===== src/hdl/vsd_pkg.sv =====
// ----------------------------------------------------------------------------
// Videotex stream decoder package
// Shared result type, attribute layout constants and the G2 accent table.
// ----------------------------------------------------------------------------
package vsd_pkg;

  localparam int unsigned DefCols = 40;
  localparam int unsigned DefRows = 25;

  localparam logic [13:0] AttrReset = 14'd7;
  localparam int unsigned MaxResults = 63;

  typedef struct packed {
    logic       kind;
    logic [9:0] cell_index;
    logic [6:0] char_code;
    logic [2:0] fg_color;
    logic [2:0] bg_color;
    logic [1:0] font_set;
    logic [5:0] style_flags;
    logic       last;
  } vsd_res_t;

  // Returns {hit, code}. A pair lookup is used when is_pair is set.
  function automatic logic [7:0] vsd_g2_lookup(input logic is_pair, input logic [7:0] b0,
                                               input logic [7:0] b1);
    logic [7:0] res;
    res = 8'h00;
    if (!is_pair) begin
      case (b0)
        8'h6A: res = {1'b1, 7'd10};
        8'h2C: res = {1'b1, 7'd12};
        8'h23: res = {1'b1, 7'd13};
        8'h2E: res = {1'b1, 7'd14};
        8'h2F: res = {1'b1, 7'd15};
        8'h30: res = {1'b1, 7'd16};
        8'h31: res = {1'b1, 7'd17};
        8'h7A: res = {1'b1, 7'd26};
        8'h3C: res = {1'b1, 7'd28};
        8'h3D: res = {1'b1, 7'd29};
        8'h3E: res = {1'b1, 7'd30};
        8'h2D: res = {1'b1, 7'd94};
        8'h7B: res = {1'b1, 7'd31};
        default: res = 8'h00;
      endcase
    end else begin
      case ({b0, b1})
        16'h4161: res = {1'b1, 7'd0};
        16'h4165: res = {1'b1, 7'd1};
        16'h4175: res = {1'b1, 7'd2};
        16'h4265: res = {1'b1, 7'd5};
        16'h4361: res = {1'b1, 7'd7};
        16'h4365: res = {1'b1, 7'd8};
        16'h4369: res = {1'b1, 7'd11};
        16'h436F: res = {1'b1, 7'd18};
        16'h4375: res = {1'b1, 7'd19};
        16'h4865: res = {1'b1, 7'd22};
        16'h4869: res = {1'b1, 7'd23};
        16'h4B63: res = {1'b1, 7'd25};
        16'h4261: res = {1'b1, 7'd97};
        16'h4861: res = {1'b1, 7'd97};
        16'h4169: res = {1'b1, 7'd105};
        16'h4269: res = {1'b1, 7'd105};
        16'h416F: res = {1'b1, 7'd111};
        16'h426F: res = {1'b1, 7'd111};
        16'h486F: res = {1'b1, 7'd111};
        16'h4275: res = {1'b1, 7'd117};
        16'h4875: res = {1'b1, 7'd117};
        default: res = 8'h00;
      endcase
    end
    return res;
  endfunction

endpackage


===== src/hdl/videotex_stream_decoder.sv =====
// ----------------------------------------------------------------------------
// Videotex stream decoder
// Turns a Videotex byte stream into screen cell writes.
// ----------------------------------------------------------------------------
// The input channel takes one received byte per request on rx_byte_i. The
// output channel gives one cell write per request, or a single page-clear
// result for a form feed; last_o marks the final result caused by a byte.
// A printable byte is decoded in S_DEC after acceptance and its result is
// pushed into the output register from S_WRITE; in_ready_o is high only in
// S_IDLE, so a new byte is taken only once the last one is handled. Repeat and
// clear-to-end-of-line emit one cell write per cycle while the output register
// has room (up to 63 reported). US positioning reads the width map one cell at
// a time, for up to COLS cells. A page clear, and reset, sweep the width map
// one cell per cycle over all COLS*ROWS cells (1000 by default), during which
// no byte is taken. The sequencer waits whenever it has a result to push and
// the output register is full and not being taken, so a stalled receiver
// simply holds the decoder.
// ----------------------------------------------------------------------------
module videotex_stream_decoder #(
  parameter int unsigned COLS = vsd_pkg::DefCols,
  parameter int unsigned ROWS = vsd_pkg::DefRows
) (
  input  logic       clk_i,
  input  logic       rst_ni,
  input  logic       in_valid_i,
  output logic       in_ready_o,
  input  logic [7:0] rx_byte_i,
  output logic       out_valid_o,
  input  logic       out_ready_i,
  output logic       kind_o,
  output logic [9:0] cell_index_o,
  output logic [6:0] char_code_o,
  output logic [2:0] fg_color_o,
  output logic [2:0] bg_color_o,
  output logic [1:0] font_set_o,
  output logic [5:0] style_flags_o,
  output logic       last_o
);

  logic              push, space;
  vsd_pkg::vsd_res_t res_new, res_out;

  vsd_core #(
    .Cols(COLS),
    .Rows(ROWS)
  ) u_core (
    .clk_i     (clk_i),
    .rst_ni    (rst_ni),
    .in_valid_i(in_valid_i),
    .in_ready_o(in_ready_o),
    .rx_byte_i (rx_byte_i),
    .space_i   (space),
    .push_o    (push),
    .res_o     (res_new)
  );

  vsd_out u_out (
    .clk_i      (clk_i),
    .rst_ni     (rst_ni),
    .push_i     (push),
    .res_i      (res_new),
    .space_o    (space),
    .out_valid_o(out_valid_o),
    .out_ready_i(out_ready_i),
    .res_o      (res_out)
  );

  assign kind_o        = res_out.kind;
  assign cell_index_o  = res_out.cell_index;
  assign char_code_o   = res_out.char_code;
  assign fg_color_o    = res_out.fg_color;
  assign bg_color_o    = res_out.bg_color;
  assign font_set_o    = res_out.font_set;
  assign style_flags_o = res_out.style_flags;
  assign last_o        = res_out.last;

endmodule


===== src/hdl/vsd_ram.sv =====
// ----------------------------------------------------------------------------
// Generic single-port RAM
// One read or write per cycle, registered read data.
// ----------------------------------------------------------------------------
module vsd_ram #(
  parameter int unsigned Width = 1,
  parameter int unsigned Depth = 1000
) (
  input  logic                     clk_i,
  input  logic                     we_i,
  input  logic [$clog2(Depth)-1:0] addr_i,
  input  logic [Width-1:0]         wdata_i,
  output logic [Width-1:0]         rdata_o
);

  logic [Width-1:0] mem_q [Depth];

  always_ff @(posedge clk_i) begin
    if (we_i) begin
      mem_q[addr_i] <= wdata_i;
    end
    rdata_o <= mem_q[addr_i];
  end

endmodule


===== src/hdl/vsd_out.sv =====
// ----------------------------------------------------------------------------
// Videotex decoder result register
// Holds one result until the receiver takes it.
// ----------------------------------------------------------------------------
module vsd_out (
  input  logic              clk_i,
  input  logic              rst_ni,
  input  logic              push_i,
  input  vsd_pkg::vsd_res_t res_i,
  output logic              space_o,
  output logic              out_valid_o,
  input  logic              out_ready_i,
  output vsd_pkg::vsd_res_t res_o
);

  logic              valid_q, valid_d;
  vsd_pkg::vsd_res_t res_q;

  assign space_o = !valid_q || out_ready_i;

  always_comb begin
    valid_d = valid_q;
    if (out_ready_i) begin
      valid_d = 1'b0;
    end
    if (push_i) begin
      valid_d = 1'b1;
    end
  end

  always_ff @(posedge clk_i or negedge rst_ni) begin
    if (!rst_ni) begin
      valid_q <= 1'b0;
    end else begin
      valid_q <= valid_d;
    end
  end

  always_ff @(posedge clk_i) begin
    if (push_i) begin
      res_q <= res_i;
    end
  end

  assign out_valid_o = valid_q;
  assign res_o       = res_q;

endmodule


===== src/hdl/vsd_core.sv =====
// ----------------------------------------------------------------------------
// Videotex decoder sequencer
// Parses bytes, steps the cursor and drives cell writes and map sweeps.
// ----------------------------------------------------------------------------
module vsd_core #(
  parameter int unsigned Cols = vsd_pkg::DefCols,
  parameter int unsigned Rows = vsd_pkg::DefRows
) (
  input  logic              clk_i,
  input  logic              rst_ni,
  input  logic              in_valid_i,
  output logic              in_ready_o,
  input  logic [7:0]        rx_byte_i,
  input  logic              space_i,
  output logic              push_o,
  output vsd_pkg::vsd_res_t res_o
);

  localparam int unsigned Cells = Cols * Rows;
  localparam int unsigned IdxW  = $clog2(Cells);
  localparam int unsigned ColW  = $clog2(Cols);
  localparam int unsigned RowW  = (Rows > 2) ? $clog2(Rows) : 1;
  localparam int unsigned CntW  = $clog2(Cols + 1);

  localparam logic [2:0] S_SWEEP = 3'd0;
  localparam logic [2:0] S_IDLE  = 3'd1;
  localparam logic [2:0] S_DEC   = 3'd2;
  localparam logic [2:0] S_WRITE = 3'd3;
  localparam logic [2:0] S_PAGE  = 3'd4;
  localparam logic [2:0] S_CRD   = 3'd5;
  localparam logic [2:0] S_CACC  = 3'd6;

  localparam logic [2:0] M_NORMAL = 3'd0;
  localparam logic [2:0] M_REPEAT = 3'd1;
  localparam logic [2:0] M_SKIP   = 3'd2;
  localparam logic [2:0] M_G2     = 3'd3;
  localparam logic [2:0] M_ESC    = 3'd4;
  localparam logic [2:0] M_US     = 3'd5;

  localparam logic [7:0] C_BS   = 8'h08;
  localparam logic [7:0] C_HT   = 8'h09;
  localparam logic [7:0] C_LF   = 8'h0A;
  localparam logic [7:0] C_VT   = 8'h0B;
  localparam logic [7:0] C_FF   = 8'h0C;
  localparam logic [7:0] C_CR   = 8'h0D;
  localparam logic [7:0] C_SO   = 8'h0E;
  localparam logic [7:0] C_SI   = 8'h0F;
  localparam logic [7:0] C_REP  = 8'h12;
  localparam logic [7:0] C_SKIP = 8'h13;
  localparam logic [7:0] C_SS2  = 8'h16;
  localparam logic [7:0] C_CAN  = 8'h18;
  localparam logic [7:0] C_SS3  = 8'h19;
  localparam logic [7:0] C_ESC  = 8'h1B;
  localparam logic [7:0] C_RS   = 8'h1E;
  localparam logic [7:0] C_US   = 8'h1F;

  localparam logic [ColW-1:0] LastCol = ColW'(Cols - 1);
  localparam logic [RowW-1:0] LastRow = RowW'(Rows - 1);
  localparam logic [6:0]      Space   = 7'h20;

  logic [2:0]      state_q, state_d;
  logic [2:0]      mode_q, mode_d;
  logic [1:0]      step_q, step_d;
  logic [7:0]      held_q, held_d;
  logic [7:0]      byte_q;
  logic [ColW-1:0] col_q, col_d;
  logic [RowW-1:0] row_q, row_d;
  logic [13:0]     attr_q, attr_d;
  logic [6:0]      prev_q, prev_d;
  logic [6:0]      wchar_q, wchar_d;
  logic [13:0]     wattr_q, wattr_d;
  logic [6:0]      rem_q, rem_d;
  logic [5:0]      nres_q, nres_d;
  logic [IdxW-1:0] sweep_q, sweep_d;
  logic            fill_q, fill_d;
  logic [7:0]      pc_q, pc_d;
  logic [RowW-1:0] pr_q, pr_d;
  logic [CntW-1:0] lim_q, lim_d;
  logic [CntW-1:0] i_q, i_d;
  logic [CntW-1:0] cnt_q, cnt_d;

  logic            accept;
  logic            ram_we, ram_wdata, ram_rdata;
  logic [IdxW-1:0] ram_addr, cur_idx;
  logic            report;

  function automatic logic [13:0] esc_attr(input logic [13:0] a, input logic [7:0] c);
    logic [13:0] r;
    r = a;
    case (c)
      8'h48: r[11] = 1'b1;
      8'h49: r[11] = 1'b0;
      8'h4C: r[9:8] = 2'b00;
      8'h4D: r[9:8] = 2'b10;
      8'h4E: r[9:8] = 2'b01;
      8'h4F: r[9:8] = 2'b11;
      8'h58: r[13] = 1'b1;
      8'h59: r[12] = 1'b0;
      8'h5A: r[12] = 1'b1;
      8'h5C: r[10] = 1'b0;
      8'h5D: r[10] = 1'b1;
      8'h5F: r[13] = 1'b0;
      default: begin
        if (c[7:3] == 5'b01000) begin
          r[2:0] = c[2:0];
        end else if (c[7:3] == 5'b01010) begin
          r[5:3] = c[2:0];
        end
      end
    endcase
    return r;
  endfunction

  assign accept     = in_valid_i && in_ready_o;
  assign in_ready_o = (state_q == S_IDLE);
  assign cur_idx    = IdxW'(row_q) * IdxW'(Cols) + IdxW'(col_q);
  assign report     = (nres_q != 6'(vsd_pkg::MaxResults));

  always_comb begin
    logic [7:0]      c;
    logic [1:0]      stepn;
    logic [7:0]      g2;
    logic [7:0]      rc;
    logic [7:0]      y, x;
    logic [7:0]      pcn, prn, pc2;
    logic            go;

    c     = byte_q;
    stepn = step_q + 2'd1;
    g2    = 8'h00;
    rc    = 8'h00;
    y     = held_q;
    x     = c;
    pcn   = 8'h00;
    prn   = 8'h00;
    pc2   = 8'h00;
    go    = 1'b0;

    state_d = state_q;
    mode_d  = mode_q;
    step_d  = step_q;
    held_d  = held_q;
    col_d   = col_q;
    row_d   = row_q;
    attr_d  = attr_q;
    prev_d  = prev_q;
    wchar_d = wchar_q;
    wattr_d = wattr_q;
    rem_d   = rem_q;
    nres_d  = nres_q;
    sweep_d = sweep_q;
    fill_d  = fill_q;
    pc_d    = pc_q;
    pr_d    = pr_q;
    lim_d   = lim_q;
    i_d     = i_q;
    cnt_d   = cnt_q;

    ram_we    = 1'b0;
    ram_wdata = fill_q;
    ram_addr  = sweep_q;
    push_o    = 1'b0;
    res_o     = '0;

    case (state_q)
      S_SWEEP: begin
        ram_we = 1'b1;
        if (sweep_q == IdxW'(Cells - 1)) begin
          state_d = S_IDLE;
        end else begin
          sweep_d = sweep_q + 1'b1;
        end
      end

      S_IDLE: begin
        if (accept) begin
          state_d = S_DEC;
          nres_d  = '0;
        end
      end

      S_DEC: begin
        state_d = S_IDLE;
        case (mode_q)
          M_REPEAT: begin
            mode_d  = M_NORMAL;
            rc      = c - 8'h40;
            wchar_d = prev_q;
            wattr_d = attr_q;
            rem_d   = (rc > 8'd63) ? 7'd63 : rc[6:0];
            if (rc != 8'h00) begin
              state_d = S_WRITE;
            end
          end
          M_SKIP: begin
            mode_d = M_NORMAL;
          end
          M_G2: begin
            step_d = stepn;
            if (stepn == 2'd1) begin
              held_d = c;
              g2     = vsd_pkg::vsd_g2_lookup(1'b0, c, c);
            end else begin
              g2     = vsd_pkg::vsd_g2_lookup(1'b1, held_q, c);
              mode_d = M_NORMAL;
            end
            if (g2[7]) begin
              mode_d  = M_NORMAL;
              wchar_d = g2[6:0];
              wattr_d = {attr_q[13:8], 2'd2, attr_q[5:0]};
              rem_d   = 7'd1;
              state_d = S_WRITE;
            end
          end
          M_ESC: begin
            attr_d = esc_attr(attr_q, c);
            mode_d = M_NORMAL;
          end
          M_US: begin
            step_d = stepn;
            if (stepn == 2'd1) begin
              held_d = c;
            end else begin
              mode_d = M_NORMAL;
              if (y >= 8'h30 && y <= 8'h32) begin
                pcn = 8'h00;
                prn = 8'((y - 8'h30) * 8'd10) + (x - 8'h30);
              end else begin
                pcn = x - 8'h41;
                prn = y - 8'h40;
              end
              pc_d  = pcn;
              pr_d  = RowW'(prn);
              lim_d = (pcn < 8'(Cols)) ? CntW'(pcn) : CntW'(Cols);
              i_d   = '0;
              cnt_d = '0;
              if (prn < 8'(Rows) && pcn != 8'h00) begin
                state_d = S_CRD;
              end else begin
                col_d  = (pcn >= 8'(Cols)) ? LastCol : ColW'(pcn);
                row_d  = (prn >= 8'(Rows)) ? LastRow : RowW'(prn);
                attr_d = vsd_pkg::AttrReset;
              end
            end
          end
          default: begin
            mode_d = M_NORMAL;
            if (c >= 8'h20 && c <= 8'h7F) begin
              wchar_d = c[6:0];
              wattr_d = attr_q;
              rem_d   = 7'd1;
              state_d = S_WRITE;
            end else begin
              step_d = 2'd0;
              held_d = c;
              case (c)
                C_BS: begin
                  if (col_q == '0) begin
                    col_d = LastCol;
                    if (row_q != '0) begin
                      row_d = row_q - 1'b1;
                    end
                  end else begin
                    col_d = col_q - 1'b1;
                  end
                end
                C_HT: begin
                  if (col_q == LastCol) begin
                    col_d = '0;
                    if (row_q != LastRow) begin
                      row_d = row_q + 1'b1;
                    end
                  end else begin
                    col_d = col_q + 1'b1;
                  end
                end
                C_LF: if (row_q != LastRow) row_d = row_q + 1'b1;
                C_VT: if (row_q != '0) row_d = row_q - 1'b1;
                C_FF: state_d = S_PAGE;
                C_CR: col_d = '0;
                C_SO: attr_d[7:6] = 2'd1;
                C_SI: attr_d[7:6] = 2'd0;
                C_REP: mode_d = M_REPEAT;
                C_SKIP: mode_d = M_SKIP;
                C_SS2: mode_d = M_G2;
                C_CAN: begin
                  wchar_d = Space;
                  wattr_d = {attr_q[13:8], 2'd0, attr_q[5:0]};
                  rem_d   = 7'(Cols) - 7'(col_q);
                  state_d = S_WRITE;
                end
                C_SS3: attr_d[7:6] = 2'd2;
                C_ESC: mode_d = M_ESC;
                C_RS: begin
                  col_d  = '0;
                  row_d  = RowW'(1);
                  attr_d = vsd_pkg::AttrReset;
                end
                C_US: mode_d = M_US;
                default: ;
              endcase
            end
          end
        endcase
      end

      S_WRITE: begin
        go       = !report || space_i;
        ram_addr = cur_idx;
        ram_wdata = wattr_q[8];
        if (go) begin
          ram_we = 1'b1;
          prev_d = wchar_q;
          if (report) begin
            push_o            = 1'b1;
            res_o.kind        = 1'b0;
            res_o.cell_index  = 10'(cur_idx);
            res_o.char_code   = wchar_q;
            res_o.fg_color    = wattr_q[2:0];
            res_o.bg_color    = wattr_q[5:3];
            res_o.font_set    = wattr_q[7:6];
            res_o.style_flags = wattr_q[13:8];
            res_o.last        = (rem_q == 7'd1) || (nres_q == 6'(vsd_pkg::MaxResults - 1));
            nres_d            = nres_q + 1'b1;
          end
          if (col_q == LastCol) begin
            col_d = '0;
            if (row_q != LastRow) begin
              row_d = row_q + 1'b1;
            end
          end else begin
            col_d = col_q + 1'b1;
          end
          rem_d = rem_q - 1'b1;
          if (rem_q == 7'd1) begin
            state_d = S_IDLE;
          end
        end
      end

      S_PAGE: begin
        if (space_i) begin
          push_o            = 1'b1;
          res_o.kind        = 1'b1;
          res_o.cell_index  = '0;
          res_o.char_code   = Space;
          res_o.fg_color    = attr_q[2:0];
          res_o.bg_color    = attr_q[5:3];
          res_o.font_set    = attr_q[7:6];
          res_o.style_flags = attr_q[13:8];
          res_o.last        = 1'b1;
          fill_d            = attr_q[8];
          sweep_d           = '0;
          prev_d            = Space;
          col_d             = '0;
          row_d             = '0;
          attr_d            = vsd_pkg::AttrReset;
          state_d           = S_SWEEP;
        end
      end

      S_CRD: begin
        // Each map entry left of the target column is read, then added.
        ram_addr = IdxW'(pr_q) * IdxW'(Cols) + IdxW'(i_q);
        state_d  = S_CACC;
      end

      S_CACC: begin
        cnt_d = cnt_q + CntW'(ram_rdata);
        i_d   = i_q + 1'b1;
        if (i_q + 1'b1 == lim_q) begin
          pc2    = pc_q - 8'(cnt_d);
          col_d  = (pc2 >= 8'(Cols)) ? LastCol : ColW'(pc2);
          row_d  = pr_q;
          attr_d = vsd_pkg::AttrReset;
          state_d = S_IDLE;
        end else begin
          state_d = S_CRD;
        end
      end

      default: state_d = S_IDLE;
    endcase
  end

  vsd_ram #(
    .Width(1),
    .Depth(Cells)
  ) u_map (
    .clk_i  (clk_i),
    .we_i   (ram_we),
    .addr_i (ram_addr),
    .wdata_i(ram_wdata),
    .rdata_o(ram_rdata)
  );

  always_ff @(posedge clk_i or negedge rst_ni) begin
    if (!rst_ni) begin
      state_q <= S_SWEEP;
      mode_q  <= M_NORMAL;
      step_q  <= '0;
      held_q  <= '0;
      col_q   <= '0;
      row_q   <= '0;
      attr_q  <= vsd_pkg::AttrReset;
      prev_q  <= Space;
      rem_q   <= '0;
      nres_q  <= '0;
      sweep_q <= '0;
      fill_q  <= 1'b0;
      i_q     <= '0;
      cnt_q   <= '0;
    end else begin
      state_q <= state_d;
      mode_q  <= mode_d;
      step_q  <= step_d;
      held_q  <= held_d;
      col_q   <= col_d;
      row_q   <= row_d;
      attr_q  <= attr_d;
      prev_q  <= prev_d;
      rem_q   <= rem_d;
      nres_q  <= nres_d;
      sweep_q <= sweep_d;
      fill_q  <= fill_d;
      i_q     <= i_d;
      cnt_q   <= cnt_d;
    end
  end

  always_ff @(posedge clk_i) begin
    if (accept) begin
      byte_q <= rx_byte_i;
    end
    wchar_q <= wchar_d;
    wattr_q <= wattr_d;
    pc_q    <= pc_d;
    pr_q    <= pr_d;
    lim_q   <= lim_d;
  end

  a_push_state: assert property (@(posedge clk_i) disable iff (!rst_ni)
    push_o |-> (state_q == S_WRITE || state_q == S_PAGE))
    else $error("result pushed outside a write or page clear");

  a_push_space: assert property (@(posedge clk_i) disable iff (!rst_ni)
    push_o |-> space_i)
    else $error("result pushed into a full output register");

  a_cursor: assert property (@(posedge clk_i) disable iff (!rst_ni)
    (32'(col_q) < Cols) && (32'(row_q) < Rows))
    else $error("cursor out of range");

  a_accept_dec: assert property (@(posedge clk_i) disable iff (!rst_ni)
    accept |=> (state_q == S_DEC))
    else $error("accepted byte not decoded next");

  a_write_rem: assert property (@(posedge clk_i) disable iff (!rst_ni)
    (state_q == S_WRITE) |-> (rem_q != 7'd0))
    else $error("write burst with nothing left");

endmodule

===== config.mk =====
export PLATFORM = sky130hd
export DESIGN_NAME = videotex_stream_decoder
export DESIGN_NICKNAME = d
export VERILOG_FILES = /design/src/hdl/vsd_pkg.sv /design/src/hdl/videotex_stream_decoder.sv /design/src/hdl/vsd_ram.sv /design/src/hdl/vsd_out.sv /design/src/hdl/vsd_core.sv
export SDC_FILE = /design/constraint.sdc
export NUM_CORES = 2
export LEC_CHECK = 0
export ABC_AREA = 1
export BUFFER_PORTS_ARGS = -buffer_cell sky130_fd_sc_hd__buf_2
export CORE_UTILIZATION = 54
export CTS_CLUSTER_SIZE = 30
export DETAILED_ROUTE_END_ITERATION = 12
export PLACE_DENSITY = 0.7
export SLEW_MARGIN = 15
export SYNTH_ARGS = -nofsm -noshare
export SYNTH_HDL_FRONTEND = slang
export SYNTH_SLANG_ARGS = --single-unit
export TNS_END_PERCENT = 5

===== constraint.sdc =====
create_clock -name clk_i -period 52.6 [get_ports clk_i]
set_input_delay 7.89 -clock clk_i [delete_from_list [all_inputs] [get_ports clk_i]]
set_output_delay 7.89 -clock clk_i [all_outputs]
set_load 0.02 [all_outputs]

# Yosys cells after proc, flatten, opt, wreduce, memory -nomap -nowiden
# Memory sizes are Yosys's and may differ from the RTL's. A register that Yosys moved wholly into a read port is not among the register bits.
# Index checks and enable logic that the tools add are counted.
[word_totals] ram_bits=1000 inputBits=12 output_inout_bits=35 wordCells=378 memories=1 register_bits=166
[memory_table] memory="u_core.u_map.mem_q" words=1000 word_bits=1 rd=1 rd_ports_with_merged_regs=1 wr=1 line_no="vsd_ram.sv:16" rtl="logic [Width-1:0] mem_q [Depth];"
[op_classes] mux=128 bitwise_logic=3 n_eq_ne=120 n_reduce_logical=57 add_sub_neg=20 n_mul=3 magnitude_cmp=10
[ops] cell="16-bit by 15-bit == test with 1-bit output (second input constant)" n=21
[ops] cell="8-bit one-hot mux with 16 select lines" n=1
[ops] cell="14-bit one-hot mux with 3 select lines" n=3
[ops] cell="8-bit by 7-bit == test with 1-bit output (second input constant)" n=15
[ops] cell="14-bit 2-to-1 mux" n=8
[ops] cell="6-bit 2-to-1 mux" n=18
[ops] cell="8-bit 2-to-1 mux" n=13
[ops] cell="8-bit one-hot mux with 13 select lines" n=1
[ops] cell="8-bit by 6-bit == test with 1-bit output (second input constant)" n=10
[ops] cell="7-bit 2-to-1 mux" n=10
[ops] cell="33-bit 2-to-1 mux" n=2
[ops] cell="33-bit one-hot mux with 2 select lines" n=1
[ops] cell="8-bit by 4-bit == test with 1-bit output (second input constant)" n=8
[ops] cell="8-bit by 5-bit == test with 1-bit output (second input constant)" n=8
[ops] cell="9-bit AND reduction" n=7
[ops] cell="5-bit 2-to-1 mux" n=11
[ops] cell="6-bit one-hot mux with 2 select lines" n=4
[ops] cell="3-bit 2-to-1 mux" n=15
[ops] cell="7-bit one-hot mux with 3 select lines" n=2
[ops] cell="10-bit one-hot mux with 2 select lines" n=2
[ops] cell="8-bit by 6-bit >= comparator with 1-bit output (second input constant)" n=4
[ops] cell="32-bit 2-to-1 mux" n=1
[ops] cell="7-bit one-hot mux with 2 select lines" n=2
[ops] cell="5-bit one-hot mux with 5 select lines" n=1
[ops] cell="81 further kinds" n=173

# Longest topological paths before layout
[logic_depth] depth_word=13 depth_mapped=24 ltp_nobuf=21

# By module
# Synthesis repeated with hierarchy kept, for this count alone.
[hier_totals] cells_unflattened=6564 hier_area_um2=57880.5
[by_module_without_submodules] mod="vsd_ram" cells_each=5078 seq_area_each_um2=30048.8 n_inst=1 area_each_um2=46293.1
[by_module_without_submodules] mod="vsd_core" cells_each=1448 seq_area_each_um2=3548.4 n_inst=1 area_each_um2=10551.4
[by_module_without_submodules] mod="vsd_out" cells_each=38 seq_area_each_um2=1016.0 n_inst=1 area_each_um2=1036.0

# Worst setup path before layout
# OpenSTA, ideal clock, no wires.
[synth_timing] kind="register to register" startpoint="reg u_core.state_q[2]" endpoint="mem u_core.u_map.mem_q[0], data pin" path_slack_ps=4893 setup_ps=7950 path_stages_with_launch=8 n_path_buf=4 required_ps=44650 t_arrival_ps=39757 path_cell_list="dfrtp_1 -> buf_4 -> clkinv_2 -> nand3_2 -> buf_4 -> buf_2 -> clkbuf_1 -> o21ai_0"
[synth_via] elab_chain_len=2
[synth_lines] element="from (decl)" line_no="vsd_core.sv:61" rtl="logic [2:0] state_q, state_d;"
[synth_lines] element="from (signal assigned)" line_no="vsd_core.sv:414" rtl="state_q <= state_d;"
[synth_lines] element="3-bit by 2-bit == test with 1-bit output" line_no="vsd_core.sv:165" rtl="case (state_q)"
[synth_lines] element="1-bit 2-to-1 mux" line_no="vsd_core.sv:165"
[synth_lines] element="via u_core.ram_wdata" line_no="vsd_core.sv:83" rtl="logic ram_we, ram_wdata, ram_rdata;"
[synth_lines] element="to (decl)" line_no="vsd_ram.sv:16"
# The timed path passes the listed nets, and every way through them passes these cells.

# Final worst setup path
[layout_timing] startpoint="in out_ready_i" endpoint="mem u_core.u_map.mem_q[539], enable pin"
[layout_via] elab_chain_len=6
[layout_lines] element="from (decl)" line_no="videotex_stream_decoder.sv:29" rtl="input logic out_ready_i,"
[layout_lines] element="1-bit logical OR" line_no="vsd_out.sv:19" rtl="assign space_o = !valid_q || out_ready_i;"
[layout_lines] element="1-bit logical OR" line_no="vsd_core.sv:308" rtl="go = !report || space_i;"
[layout_lines] element="1-bit 2-to-1 mux" line_no="vsd_core.sv:311" rtl="if (go) begin"
[layout_lines] element="1-bit one-hot mux with 2 select lines" line_no="vsd_core.sv:165"
[layout_lines] element="1-bit 2-to-1 mux" line_no="vsd_ram.sv:19" rtl="if (we_i) begin"
[layout_lines] element="1-bit 2-to-1 mux (implied by the code)" line_no="vsd_ram.sv:20" rtl="mem_q[addr_i] <= wdata_i;"
# No other way between the ends.

==> flow_summary_export.csv <==
group,metric,value,unit
hold_path,hold_depth,0,
placed_design,preCtsSetupSlack,41.41,ns
die,rows,119,
die,core_area,0.1053,sq mm
synth,synth-simple-area-share,0.2925,
drt,routedWlPerCell,21.14,um
drt,drc,0,
drt,routed_wl,164800,um
final_layout,nFillCells,9114,
placed_design,dp_hpwl,92980,um
clock_tree,cts_tree,"done",
run_status,status,"finished, final reports clean",
critical_path,critPathMaxFanout,16,
timing,period_share,0.2010,
timing,setup_viol,0,
timing,period_minus_slack,10.57,ns
synth,synth-compound-area-share,0.02998,
run,maxCapViolCount,0,
synth,synth_seq_cells,1167,
critical_path,cp.required,53.03,ns
clock_tree,postCtsResizedCells,0,
clock_tree,clk_latency,0.73,ns
synth,synth_edf_count,1081,
synth,syn-cell-area,0.05726,sq mm
hold_path,hold_class,"flop to flop",
grt,grt_pass1_vias,41380,
timing,fmax,0.09460,GHz
die,start_util,0.5440,
grt,grt_pass1_wl,247400,um
synth,synth-xor-area-share,0.007648,
die,die_x,327.6,um
critical_path,critPathKind,"input port to flop",
synth,synth_nets,6567,
clock_tree,cts_setup_buffers,0,
final_layout,layout_common_cells,"nand2_1, nor2_1, edfxtp_1",
critical_path,max_stage_delay,0.84,ns
synth,syn_inst,6483,
timing,hold_ws,0.4758,ns
critical_path,cp.depth,10,
timing,finalMaxSlewViolations,0,
grt,grt_usage,0.3033,
synth,synthMuxAreaShare,0,
timing,fin_worst_skew,0.02952,ns
timing,fin_setup_tns,0,ns
drt,vias_per_cell,5.759,
die,io_pins,47,
drt,drt_iter0_markers,5997,
timing,hold_viol,0,
drt,ant_nets,0,
clock_tree,cts_buffer_depth,3,
critical_path,crit_path_end_kind,"flop",
synth,synth_top_family_by_area,"simple AND/OR/NAND/NOR gates",
final_layout,final_cell_area,0.06194,sq mm
critical_path,crit_chain,"buf_2 > nor2_1 > inv_1 > nor2_1 > nor2_1 > nor2_1 > nor3_4 > nand2_2 > buf_4 > nor2_1",
placed_design,numPortBuffers,46,
critical_path,startpoint_type,"input port",
grt,antenna_found_initial,2,
grt,grt_max_degree,273,
drt,drt_pre_antenna_iters,6,
critical_path,critPathArrivalTime,11.00,ns
synth,avgSynthCellArea,8.833,sq um
critical_path,critPathBufInv,3,
synth,yosys.area_share.adder,0.01665,
timing,worst_pin_slew,1.268,ns
final_layout,final_common_cell,"nand2_1",
placed_design,placed_area,0.05810,sq mm
power,cellLeakagePower,24.36,nW
critical_path,crit_family,"simple AND/OR/NAND/NOR gates",
placed_design,place_congestion,0.9391,
power,peakVddDrop,0.00005349,V
synth,async_flop_share,0.07284,
clock_tree,hold_buffers,0,
final_layout,final_nets,6384,
clock_tree,numCtsBuffers,120,
drt,num_vias,44880,
grt,grt_overflow,0,
synth,ys_types,59,
synth,ys.flop_type,"edfxtp_1",
timing,rsz0062_at_grt,"false",
final_layout,drive_gt1_frac,0.05952,
timing,fin_ws,42.03,ns
clock_tree,cts.sinks,1167,
critical_path,slowest_stage,"nor2_1",
power,power.density,58.98,mW/mm^2
timing,relSlewSlack,0.1546,
clock_tree,cts_max_level,3,
power,p_total,0.003653,W
synth,seq_area_frac_synth,0.6045,
die,die_area,0.1073,sq mm
clock_tree,cts_root_buffer,"clkbuf_16",
clock_tree,clkTransAtPathRegs,0.06,ns
critical_path,reg2regPathDepth,21,
final_layout,syn_to_final_growth,8.163,%
die,die_y,327.6,um
synth,ys_warn_count,0,
critical_path,crit_path_frequent_cell,"nor2_1",
==> flip-flops by register name (all words and copies together), names as in the netlist, 8 cells and up <==
register,cells
u_core.held_q,8
u_core.attr_q,14
u_core.u_map.mem_q,1000
u_core.sweep_q,10
u_core.pc_q,8
u_out.res_o,33
u_core.wattr_q,14
u_core.byte_q,8
==> cell usage after synthesis (14+ instances only) <==
cell type  count  area share
nor2_1      1264       0.083
nor3_1        31      0.0027
o21ai_0      117       0.010
xor2_1        36      0.0055
nand3_1      421       0.037
xnor2_1       14      0.0021
a21oi_1       84      0.0073
buf_1        102      0.0067
a22o_1        14      0.0021
edfxtp_1    1081        0.57
clkbuf_1      99      0.0065
buf_2        206       0.018
ha_1          65       0.014
inv_1        228       0.015
nand4_1       28      0.0031
dfrtp_1       81       0.035
nand2_1     2452        0.16
==> final timing paths <==
path	slack, ns	endpoint	startpoint
max reg2reg	45.17	u_core.u_map.rdata_o	u_core.state_q[2]
max in group asynchronous	44.29	u_core.sweep_q[6]	rst_ni
min reg2reg	0.48	u_core.wattr_q[4]	u_core.attr_q[4]
min	0.48	u_core.wattr_q[4]	u_core.attr_q[4]
max	42.03	u_core.u_map.mem_q[539]	out_ready_i
min in group asynchronous	7.11	u_core.mode_q[2]	rst_ni
==> where the power goes <==
group	internal (W)	switching, W
Clock	0.000472	0.000363
Combinational	0.000401	0.00126
Sequential	0.00113	0.0000346
Total	0.00200	0.00165
==> metrics by stage <==
step,std cells,util
floorplan,6483,-
global placement,7569,0.5519
detailed placement,7569,0.5519
CTS,7792,0.5881
global route,7792,0.5884
finish,7793,0.5884
==> final cells by class <==
type                            instances  area, sq um  area share
Antenna cell                            1        2.502  0.00004040
Clock buffer                          147         3147     0.05081
Clock inverter                         76        655.6     0.01059
Inverter                              238        894.6     0.01444
Multi-Input combinational cell       4657        20080      0.3241
Sequential cell                      1167        34610      0.5588
Tap cell                             1391         1740     0.02810
Timing Repair Buffer                  116        808.3     0.01305
==> logic make-up (layout without fill, tap and decap cells) <==
| logic type | after synthesis | after routing |
|---|---|---|
| buffers and inverters | 659 | 577 |
| other | 0 | 1 |
| AND/OR/NAND/NOR | 4238 | 4238 |
| adder cells (fa/ha/maj) | 72 | 72 |
| AO/OA/AOI/OAI | 297 | 297 |
| flip-flops | 1167 | 1167 |
| XOR/XNOR | 50 | 50 |
==> per-layer routing <==
metal  track usage  vias to the layer above  wire (um)
met1        0.4151                    21690      65780
met5             0                        -         32
li1              -                    20710          -
met2        0.4883                     2137      76950
met4        0.1116                        4       6406
met3       0.05091                      345      15590
(Power assumes the default switching activity.)
